### config.mk
export PLATFORM = sky130hd
export DESIGN_NAME = bounded_deque
export DESIGN_NICKNAME = d
export VERILOG_FILES = /design/src/rtl/bdq_pkg.sv /design/src/rtl/bdq_ram.sv /design/src/rtl/bdq_ctrl.sv /design/src/rtl/bdq_datapath.sv /design/src/rtl/bounded_deque.sv
export SDC_FILE = /design/constraint.sdc
export NUM_CORES = 1
export LEC_CHECK = 0
export BUFFER_PORTS_ARGS = -buffer_cell sky130_fd_sc_hd__buf_2
export CORE_MARGIN = 1
export CORE_UTILIZATION = 55
export CTS_CLUSTER_DIAMETER = 60
export DETAILED_ROUTE_END_ITERATION = 7
export PLACE_DENSITY = 0.73
export REMOVE_ABC_BUFFERS = 1
export SLEW_MARGIN = 5
export SYNTH_ARGS = -nofsm -noshare
export SYNTH_HDL_FRONTEND = slang
export SYNTH_SLANG_ARGS = --single-unit
export TNS_END_PERCENT = 5
### constraint.sdc
create_clock -name clk -period 4.4 [get_ports clk]
set_clock_uncertainty 0.05 [all_clocks]
set_input_delay 0.88 -clock clk [delete_from_list [all_inputs] [get_ports clk]]
set_output_delay 0.88 -clock clk [all_outputs]
set_load 0.01 [all_outputs]
### src/rtl/bdq_pkg.sv
`timescale 1ns / 1ps
// Shared types and constants of the bounded deque.
package bdq_pkg;

    localparam int DATA_W = 32;
    localparam int CAP_W  = 5;
    localparam int OCC_W  = 5;
    localparam int CMD_W  = 2;
    localparam int STS_W  = 2;

    // Request kinds
    localparam logic [CMD_W-1:0] CMD_PUSH_BACK  = 2'd0;
    localparam logic [CMD_W-1:0] CMD_PUSH_FRONT = 2'd1;
    localparam logic [CMD_W-1:0] CMD_POP_BACK   = 2'd2;
    localparam logic [CMD_W-1:0] CMD_POP_FRONT  = 2'd3;

    // Result status codes
    localparam logic [STS_W-1:0] STS_OK    = 2'd0;
    localparam logic [STS_W-1:0] STS_FULL  = 2'd1;
    localparam logic [STS_W-1:0] STS_EMPTY = 2'd2;

    // Reset value of the capacity register
    localparam logic [CAP_W-1:0] CAP_RESET = 5'd16;

    typedef enum logic [0:0] {
        S_IDLE,
        S_READ
    } bdq_state_t;

    // Controller to datapath
    typedef struct packed {
        logic accept;     // take the request on the input channel
        logic load_now;   // fill the result register from the request itself
        logic load_ram;   // fill the result register from the storage read
    } bdq_cmd_t;

    // Datapath to controller
    typedef struct packed {
        logic needs_read; // request is a pop that finds an entry
    } bdq_status_t;

endpackage

### src/rtl/bdq_ram.sv
`timescale 1ns / 1ps
// Generic single-write, single-read RAM with registered read data.
module bdq_ram #(
    parameter int WIDTH = 32,
    parameter int DEPTH = 16
) (
    input  logic                     clk,
    input  logic                     wr_en,
    input  logic [$clog2(DEPTH)-1:0] wr_addr,
    input  logic [WIDTH-1:0]         wr_data,
    input  logic                     rd_en,
    input  logic [$clog2(DEPTH)-1:0] rd_addr,
    output logic [WIDTH-1:0]         rd_data
);

    logic [WIDTH-1:0] mem [DEPTH];
    logic [WIDTH-1:0] rd_data_reg;

    // Write and registered read
    always_ff @(posedge clk)
    begin
        if (wr_en)
        begin
            mem[wr_addr] <= wr_data;
        end
        if (rd_en)
        begin
            rd_data_reg <= mem[rd_addr];
        end
    end

    assign rd_data = rd_data_reg;

endmodule

### src/rtl/bdq_ctrl.sv
`timescale 1ns / 1ps
// Controller of the bounded deque: request sequencing and result valid.
module bdq_ctrl
    import bdq_pkg::*;
(
    input  logic        clk,
    input  logic        rst_n,
    input  logic        in_valid,
    output logic        in_stall,
    output logic        out_valid,
    input  logic        out_stall,
    input  bdq_status_t dp_status,
    output bdq_cmd_t    dp_cmd
);

    bdq_state_t state_reg, state_next;
    logic       out_valid_reg, out_valid_next;
    logic       slot_free;

    // State and result valid registers
    always_ff @(posedge clk or negedge rst_n)
    begin
        if (!rst_n)
        begin
            state_reg     <= S_IDLE;
            out_valid_reg <= 1'b0;
        end
        else
        begin
            state_reg     <= state_next;
            out_valid_reg <= out_valid_next;
        end
    end

    // Result slot is free, or is emptied at this edge
    assign slot_free = !out_valid_reg || !out_stall;

    // Next state and commands
    always_comb
    begin
        state_next      = state_reg;
        dp_cmd          = '0;
        in_stall        = 1'b1;
        out_valid_next  = out_valid_reg && out_stall;
        case (state_reg)
            S_IDLE:
            begin
                in_stall = !slot_free;
                if (in_valid && slot_free)
                begin
                    dp_cmd.accept = 1'b1;
                    if (dp_status.needs_read)
                    begin
                        state_next = S_READ;
                    end
                    else
                    begin
                        dp_cmd.load_now = 1'b1;
                        out_valid_next  = 1'b1;
                    end
                end
            end
            S_READ:
            begin
                // slot was freed on entry and stays free until this load
                dp_cmd.load_ram = 1'b1;
                out_valid_next  = 1'b1;
                state_next      = S_IDLE;
            end
            default:
            begin
                state_next = S_IDLE;
            end
        endcase
    end

    assign out_valid = out_valid_reg;

endmodule

### src/rtl/bdq_datapath.sv
`timescale 1ns / 1ps
// Datapath of the bounded deque: pointers, count, storage and result register.
module bdq_datapath
    import bdq_pkg::*;
#(
    parameter int DEPTH = 16
) (
    input  logic                     clk,
    input  logic                     rst_n,
    input  bdq_cmd_t                 dp_cmd,
    output bdq_status_t              dp_status,
    input  logic                     cfg_we,
    input  logic [CAP_W-1:0]         cfg_data,
    input  logic [CMD_W-1:0]         cmd,
    input  logic signed [DATA_W-1:0] push_value,
    output logic signed [DATA_W-1:0] pop_value,
    output logic [STS_W-1:0]         status,
    output logic [OCC_W-1:0]         occupancy
);

    localparam int PTR_W = $clog2(DEPTH);
    localparam int SUM_W = ((PTR_W > OCC_W) ? PTR_W : OCC_W) + 1;
    localparam logic [SUM_W-1:0] DEPTH_S = SUM_W'(DEPTH);
    localparam logic [PTR_W-1:0] LAST_P  = PTR_W'(DEPTH - 1);

    logic [CAP_W-1:0]  capacity_reg;
    logic [PTR_W-1:0]  head_reg, head_next;
    logic [OCC_W-1:0]  count_reg, count_next;
    logic [DATA_W-1:0] pop_value_reg;
    logic [STS_W-1:0]  status_reg;
    logic [OCC_W-1:0]  occupancy_reg;

    logic [OCC_W-1:0]  eff_cap;
    logic              is_push, is_full, is_empty;
    logic [STS_W-1:0]  req_status;
    logic [PTR_W-1:0]  head_dec, head_inc;
    logic [PTR_W-1:0]  back_wr_addr, back_rd_addr;
    logic [SUM_W-1:0]  sum_wr, sum_rd;
    logic              ram_we, ram_re;
    logic [PTR_W-1:0]  ram_wr_addr, ram_rd_addr;
    logic [DATA_W-1:0] ram_rd_data;

    // Clamp capacity to 1..DEPTH
    always_comb
    begin
        if (capacity_reg == '0)
        begin
            eff_cap = OCC_W'(1);
        end
        else if (SUM_W'(capacity_reg) > DEPTH_S)
        begin
            eff_cap = OCC_W'(DEPTH);
        end
        else
        begin
            eff_cap = capacity_reg;
        end
    end

    // Decode the request
    assign is_push  = (cmd == CMD_PUSH_BACK) || (cmd == CMD_PUSH_FRONT);
    assign is_full  = (count_reg >= eff_cap);
    assign is_empty = (count_reg == '0);
    assign dp_status.needs_read = !is_push && !is_empty;

    always_comb
    begin
        if (is_push)
        begin
            req_status = is_full ? STS_FULL : STS_OK;
        end
        else
        begin
            req_status = is_empty ? STS_EMPTY : STS_OK;
        end
    end

    // Circular pointer arithmetic modulo DEPTH
    assign head_dec = (head_reg == '0) ? LAST_P : head_reg - PTR_W'(1);
    assign head_inc = (head_reg == LAST_P) ? '0 : head_reg + PTR_W'(1);

    assign sum_wr = SUM_W'(head_reg) + SUM_W'(count_reg);
    assign sum_rd = SUM_W'(head_reg) + SUM_W'(count_reg) - SUM_W'(1);
    assign back_wr_addr = (sum_wr >= DEPTH_S) ? PTR_W'(sum_wr - DEPTH_S) : PTR_W'(sum_wr);
    assign back_rd_addr = (sum_rd >= DEPTH_S) ? PTR_W'(sum_rd - DEPTH_S) : PTR_W'(sum_rd);

    // Storage access and pointer update for an accepted request
    always_comb
    begin
        head_next   = head_reg;
        count_next  = count_reg;
        ram_we      = 1'b0;
        ram_re      = 1'b0;
        ram_wr_addr = back_wr_addr;
        ram_rd_addr = head_reg;
        if (dp_cmd.accept)
        begin
            case (cmd)
                CMD_PUSH_BACK:
                begin
                    if (!is_full)
                    begin
                        ram_we     = 1'b1;
                        count_next = count_reg + OCC_W'(1);
                    end
                end
                CMD_PUSH_FRONT:
                begin
                    ram_wr_addr = head_dec;
                    if (!is_full)
                    begin
                        ram_we     = 1'b1;
                        head_next  = head_dec;
                        count_next = count_reg + OCC_W'(1);
                    end
                end
                CMD_POP_BACK:
                begin
                    ram_rd_addr = back_rd_addr;
                    if (!is_empty)
                    begin
                        ram_re     = 1'b1;
                        count_next = count_reg - OCC_W'(1);
                    end
                end
                CMD_POP_FRONT:
                begin
                    if (!is_empty)
                    begin
                        ram_re     = 1'b1;
                        head_next  = head_inc;
                        count_next = count_reg - OCC_W'(1);
                    end
                end
                default:
                begin
                    head_next = head_reg;
                end
            endcase
        end
    end

    // Control state: capacity, head and count
    always_ff @(posedge clk or negedge rst_n)
    begin
        if (!rst_n)
        begin
            capacity_reg <= CAP_RESET;
            head_reg     <= '0;
            count_reg    <= '0;
        end
        else
        begin
            if (cfg_we)
            begin
                capacity_reg <= cfg_data;
            end
            head_reg  <= head_next;
            count_reg <= count_next;
        end
    end

    // Result register
    always_ff @(posedge clk)
    begin
        if (dp_cmd.load_now)
        begin
            pop_value_reg <= '0;
            status_reg    <= req_status;
            occupancy_reg <= count_next;
        end
        else if (dp_cmd.load_ram)
        begin
            pop_value_reg <= ram_rd_data;
            status_reg    <= STS_OK;
            occupancy_reg <= count_reg;
        end
    end

    bdq_ram #(
        .WIDTH (DATA_W),
        .DEPTH (DEPTH)
    ) u_ram (
        .clk     (clk),
        .wr_en   (ram_we),
        .wr_addr (ram_wr_addr),
        .wr_data (DATA_W'(push_value)),
        .rd_en   (ram_re),
        .rd_addr (ram_rd_addr),
        .rd_data (ram_rd_data)
    );

    assign pop_value = signed'(pop_value_reg);
    assign status    = status_reg;
    assign occupancy = occupancy_reg;

endmodule

### src/rtl/bounded_deque.sv
`timescale 1ns / 1ps
// Top level of the bounded double-ended queue.
//
//  channel   direction  handshake         payload
//  request   in         in_valid/in_stall cmd, push_value
//  result    out        out_valid/out_stall pop_value, status, occupancy
//  config    in         cfg_valid/cfg_ready cfg_data (capacity)
//
// A push, or a pop that finds the deque empty, loads its result at once
// and the next request can follow. A pop that removes an entry passes
// through S_READ, set by the registered read port of the storage RAM.
// Reset clears head, count and the result valid, and sets capacity to 16.
// A request is taken while a result waits only if that result leaves in the
// same cycle; a stalled result holds its payload.
module bounded_deque
    import bdq_pkg::*;
#(
    parameter int DEPTH = 16
) (
    input  logic                     clk,
    input  logic                     rst_n,
    input  logic                     in_valid,
    output logic                     in_stall,
    input  logic [CMD_W-1:0]         cmd,
    input  logic signed [DATA_W-1:0] push_value,
    output logic                     out_valid,
    input  logic                     out_stall,
    output logic signed [DATA_W-1:0] pop_value,
    output logic [STS_W-1:0]         status,
    output logic [OCC_W-1:0]         occupancy,
    input  logic                     cfg_valid,
    output logic                     cfg_ready,
    input  logic [CAP_W-1:0]         cfg_data
);

    bdq_cmd_t    dp_cmd;
    bdq_status_t dp_status;

    // Configuration writes are always taken
    assign cfg_ready = 1'b1;

    bdq_ctrl u_ctrl (
        .clk       (clk),
        .rst_n     (rst_n),
        .in_valid  (in_valid),
        .in_stall  (in_stall),
        .out_valid (out_valid),
        .out_stall (out_stall),
        .dp_status (dp_status),
        .dp_cmd    (dp_cmd)
    );

    bdq_datapath #(
        .DEPTH (DEPTH)
    ) u_datapath (
        .clk        (clk),
        .rst_n      (rst_n),
        .dp_cmd     (dp_cmd),
        .dp_status  (dp_status),
        .cfg_we     (cfg_valid && cfg_ready),
        .cfg_data   (cfg_data),
        .cmd        (cmd),
        .push_value (push_value),
        .pop_value  (pop_value),
        .status     (status),
        .occupancy  (occupancy)
    );

endmodule
# Yosys cells after proc, flatten, opt, wreduce, memory -nomap -nowiden
# Memory sizes are Yosys's and may differ from the RTL's. A register that Yosys moved wholly into a read port is not among the register bits.
# Cells that the tools add are included.
dict set report classes {
  n_div 0
  n_shift 0
  n_eq_ne 6
  add_sub_neg 8
  order_cmp 4
  multipliers 0
  mux 43
  bitwise 1
  reduce_logical 19
}
# cell n
set op_table {}
lappend op_table {{$mux W4} 10}
lappend op_table {{$mux W5} 7}
lappend op_table {{$mux W1} 16}
lappend op_table {{$ge A6 B5 Y1 const B} 2}
lappend op_table {{$mux W2} 6}
lappend op_table {{$sub A4 B1 Y4 const B} 3}
lappend op_table {{$logic_not A5 Y1} 2}
lappend op_table {{$pmux W5 S2} 1}
lappend op_table {{$pmux W4 S2} 1}
lappend op_table {{$add A4 B5 Y6} 1}
lappend op_table {{$sub A6 B1 Y6 const B} 1}
lappend op_table {{$add A5 B1 Y5 const B} 1}
lappend op_table {{$ge A5 B5 Y1} 1}
lappend op_table {{$gt A5 B5 Y1 const B} 1}
lappend op_table {{$logic_not A1 Y1} 5}
lappend op_table {{$sub A5 B1 Y5 const B} 1}
lappend op_table {{$add A4 B1 Y4 const B} 1}
lappend op_table {{$eq A2 B2 Y1 const B} 2}
lappend op_table {{$eq A4 B4 Y1 const B} 1}
lappend op_table {{$logic_not A4 Y1} 1}
lappend op_table {{$ne A2 B2 Y1 const B} 2}
lappend op_table {{$pmux W1 S2} 2}
lappend op_table {{$reduce_and A4 Y1} 1}
lappend op_table {{$reduce_bool A2 Y1} 2}
lappend op_table {{other kinds (6)} 10}
dict set report totals {
  latch_bits 0
  memories 1
  rom_bits 0
  wordCells 90
  ram_bits 512
  out_inout_bits 42
  regBits 55
}
# name words word_bits rd rd_clocked_by_memory_dff wr line
set memory_table {}
lappend memory_table {u_datapath.u_ram.mem 16 32 1 1 1 bdq_ram.sv:16} ;# logic [WIDTH-1:0] mem [DEPTH];

# Longest topological paths before layout
dict set report logic_depth {
  ltp_word 10
  ltp_mapped 12
  ltp_nobuf 11
}

# Cells and area by module
# From an unflattened synthesis, not the netlist that was laid out.
dict set report unflattened {
  hier_cells 1141
  hier_area_um2 23107.2
}
# mod seq_area_each_um2 cells_each instances area_each_um2
set modules_own_cells {}
lappend modules_own_cells {bdq_ram 16335.7 838 1 20155.6}
lappend modules_own_cells {bdq_datapath 1202.4 291 1 2841.5}
lappend modules_own_cells {bdq_ctrl 50.0 10 1 98.8}
lappend modules_own_cells {bounded_deque 0.0 2 1 11.3}

# Worst setup path before layout
# OpenSTA, ideal clock, no wires.
dict set report synth_timing {
  path_type {input port to flip-flop}
  start {in cmd[1]}
  end {mem u_datapath.u_ram.mem[12][0], enable pin}
  required_time_ps 3929
  slack_ps 55
  arrival_time_ps 3874
  path_stages 8
  n_path_buf 1
  path_cell_list {inv_1 clkbuf_1 nand4_1 nor3b_1 o21ai_0 o31ai_1 or3b_2 nor2_1}
}
dict set report synth_between {
  elab_chain_len 6
  elab_cells_between_ends 9
}
# element line
set synth_rtl {}
lappend synth_rtl {{from (decl)} bounded_deque.sv:24} ;# input logic [CMD_W-1:0] cmd,
lappend synth_rtl {{$eq A2 B1 Y1 or $logic_not A2 Y1 (tied branches)} bdq_datapath.sv:98} ;# case (cmd)
lappend synth_rtl {{$reduce_or A2 Y1 (no source line)} -}
lappend synth_rtl {{$mux W1} -}
lappend synth_rtl {{$mux W1} bdq_datapath.sv:96} ;# if (dp_cmd.accept)
lappend synth_rtl {{$mux W1} bdq_ram.sv:22} ;# if (wr_en)
lappend synth_rtl {{$mux W1 (implied by the code)} bdq_ram.sv:24} ;# mem[wr_addr] <= wr_data;
lappend synth_rtl {{to (decl)} bdq_ram.sv:16}
# Parallel ways exist; a longest one is shown, timed or not.

# Worst setup path in the final report
dict set report layout_timing {
  start {reg u_datapath.count_reg[0]}
  end {reg u_datapath.u_ram.rd_data_reg[6] (netlist: u_datapath.u_ram.rd_data[6]) (read register of u_datapath.u_ram.mem) (data pin)}
}
dict set report layout_between {
  elab_chain_len 6
  elab_cells_between_ends 11
}
# element line
set layout_rtl {}
lappend layout_rtl {{from (decl)} bdq_datapath.sv:28} ;# logic [OCC_W-1:0] count_reg, count_next;
lappend layout_rtl {{from (signal assigned)} bdq_datapath.sv:159} ;# count_reg <= count_next;
lappend layout_rtl {{$add A4 B5 Y6} bdq_datapath.sv:83} ;# assign sum_rd = SUM_W'(head_reg) + SUM_W'(count_reg) - SUM_W'(1);
lappend layout_rtl {{$sub A6 B1 Y6} bdq_datapath.sv:83}
lappend layout_rtl {{$ge A6 B5 Y1 or $sub A4 B1 Y4 (tied branches)} bdq_datapath.sv:85} ;# assign back_rd_addr = (sum_rd >= DEPTH_S) ? PTR_W'(sum_rd - DEPTH_S) : PTR_W'(sum_rd);
lappend layout_rtl {{$mux W4} bdq_datapath.sv:85}
lappend layout_rtl {{$mux W4} bdq_datapath.sv:98}
lappend layout_rtl {{$mux W4} bdq_datapath.sv:96}
lappend layout_rtl {{to (decl)} bdq_ram.sv:17} ;# logic [WIDTH-1:0] rd_data_reg;
# Parallel ways exist; a longest one is shown, timed or not.
# A chain may end at the register's enable or synchronous reset.

==> impl_metrics.json <==
{
  "synthArstFlopShare_pct": 2.67,
  "dieArea_um2": 43100,
  "finalWirelength_um": 55100,
  "yosys_warnings": 0,
  "finalWeightedCongestion": 0.875,
  "cts_buffer_depth": 3,
  "synth_area_um2": 23300,
  "layout_commonest_cell": "edfxtp_1",
  "io_pins": 86,
  "dr.pass1.iters": 6,
  "largest_register_ffs": 512,
  "crit_required_ns": 4.67,
  "synth-edff-count": 551,
  "post-route-period-util_pct": 90.6,
  "slew_headroom_pct": 30.3,
  "root_buffer": "clkbuf_16",
  "cts_buffers": 58,
  "die_width_um": 208,
  "setup_viol": 0,
  "drc": 0,
  "max_freq_mhz": 251,
  "worstSetupStartpointType": "flop",
  "cts-hold-fix-buffers": 0,
  "hpwl_um": 29900,
  "post-route-min-period_ns": 3.99,
  "viasPerCell": 6.27,
  "drt-initial-drc-count": 1623,
  "cts_resized": 0,
  "fin_ws_ns": 0.413,
  "leakage_nw": 9.10,
  "detail_route.wl_per_cell_um": 24.2,
  "cpPeakStageDelay_ns": 0.50,
  "clk_latency_ns": 0.61,
  "finalMaxSlewViolations": 0,
  "final_antenna_net_count": 0,
  "r2r_setup_slack_ns": 0.41,
  "htreeDepth": 2,
  "syn2layout_area_growth_pct": 14.9,
  "num_rows": 74,
  "start_util_pct": 56.3,
  "synth_ff_type": "edfxtp_1",
  "yosys_register_bits": 599,
  "clock-sinks": 599,
  "antenna_found_initial": 0,
  "cp_top_family": "compound AO/OA/AOI/OAI gates",
  "drv_cap": 0,
  "syn_area_per_cell_um2": 14.5,
  "nNetsFinal": 1758,
  "path_clk_slew_ns": 0.06,
  "grt_max_degree": 78,
  "grt_overflow": 0,
  "power.total_mw": 17.9,
  "synth_seq_area_share_pct": 75.6,
  "crit_chain": "ha_1 -> inv_1 -> fa_1 -> xnor2_1 -> o32ai_1 -> o211ai_1 -> nand3_1 -> o21ai_4 -> buf_4 -> a221oi_1",
  "dpl_cell_area_um2": 24800,
  "die_h_um": 208,
  "startpoint": "u_datapath.count_reg[0]",
  "design_area_um2": 26700,
  "synth_cell_type_count": 60,
  "cp_slowest_cell": "dfrtp_1",
  "dr_wl_met3_um": 5160,
  "status": "complete, no violations",
  "crit_buf_inv": 2,
  "hold_path_class": "input pin to async pin",
  "wl_met1_um": 22200,
  "cts_setup_buffers": 0,
  "n_antenna_cell": 0,
  "dp_slack_ns": 0.376,
  "core_area_um2": 41300,
  "grt_pass1_vias": 14100,
  "ir_drop_mv": 0.554,
  "met2_length_um": 26400,
  "io_buffers": 84,
  "grt_pass1_wl_um": 83100,
  "worstSetupPathType": "flop to flop",
  "postSynthCellCount": 1602,
  "cp.arrival_ns": 4.26,
  "rsz0062_at_grt": "no",
  "drive_gt1_share_pct": 15.7,
  "tightest_slew_ns": 1.04,
  "vias": 14300,
  "gr-usage-all-layers_pct": 25.5,
  "critPathMaxFanout": 16,
  "final_cell_mix": "edfxtp_1, nand2_1, a21oi_1",
  "worstSetupEndpointType": "flop",
  "hold_viol": 0,
  "cts_tree": "done",
  "power.density_nw_per_um2": 670,
  "fill_cells": 2881,
  "regToRegStartpoint": "u_datapath.count_reg[0]",
  "highest_layer": "met4"
}
per-layer routing:
layer	GRT usage (%)	vias to the layer above
met5	0	-
met2	41.5	756
met3	4.69	103
met4	7.94	0
li1	-	6370
met1	35.3	7064
stage by stage:
stage	setup TNS, ns	std cells	util (%)	hold slack (ns)
floorplan	-179.49	1501	-	0.407
global placement	0	2171	60.0	0.412
detailed placement	0	2171	60.0	0.422
CTS	0	2279	64.7	0.134
global route	0	2279	64.7	0.169
finish	0	2279	64.7	0.152
worst register-to-register path, stage by stage, from the launching register on:
cell      delay, ns
dfrtp_1        0.50
ha_1           0.26
inv_1          0.07
fa_1           0.41
xnor2_1        0.45
o32ai_1        0.14
o211ai_1       0.45
nand3_1        0.31
o21ai_4        0.49
buf_4          0.43
a221oi_1       0.17
cell families (layout without fill, tap and decap cells):
logic type | after synthesis | in the layout | share of synthesized area (%)
flops | 599 | 599 | 75.6
simple gates | 440 | 440 | 7.63
compound gates | 363 | 363 | 10.8
buf+inv | 115 | 260 | 1.90
mux | 58 | 58 | 2.78
fa+ha+maj | 15 | 15 | 0.839
xor+xnor | 11 | 11 | 0.414
other cells | 1 | 1 | 0.0161
cell type report:
cell class	instances	area (µm²)	share of cell area, %
tap	532	666	2.49
timing repair buffer	138	1010	3.79
clock inverter	21	239	0.894
sequential	599	17600	65.8
multi-input combinational	888	5460	20.4
inverter	14	52.6	0.197
clock buffer	87	1700	6.37
cells in the mapped netlist (8+ instances only):
cell	count	area, µm²
edfxtp_1	551	16500
nand2_1	308	1160
a21oi_1	136	681
clkbuf_1	90	338
nor2_1	90	338
a221oi_1	50	438
a32oi_1	46	403
mux2i_1	41	410
o22ai_1	39	244
dfxtp_1	32	641
a22oi_1	24	180
a221o_1	20	200
dfrtp_1	15	375
ha_1	14	175
inv_1	13	48.8
o21ai_0	10	50.1
mux2_2	9	101
a222oi_1	8	80.1
xnor2_1	8	70.1
report_power, final:
part           internal [mW]  switching, mW
registers               6.71          0.198
clock network           2.91           2.06
logic                   2.08           3.94
worst paths after layout:
check | to | depth (start not counted)
worst min register to register | u_datapath.pop_value[27] | 2
worst min-delay path | u_datapath.capacity_reg[0] | 1
min in group clk | u_datapath.pop_value[27] | 2
max in group asynchronous | u_datapath.capacity_reg[4] | 1
worst max register to register | u_datapath.u_ram.rd_data[6] | 10
worst max-delay path | u_datapath.u_ram.rd_data[6] | 10
Power figures use the tool's default switching activity.
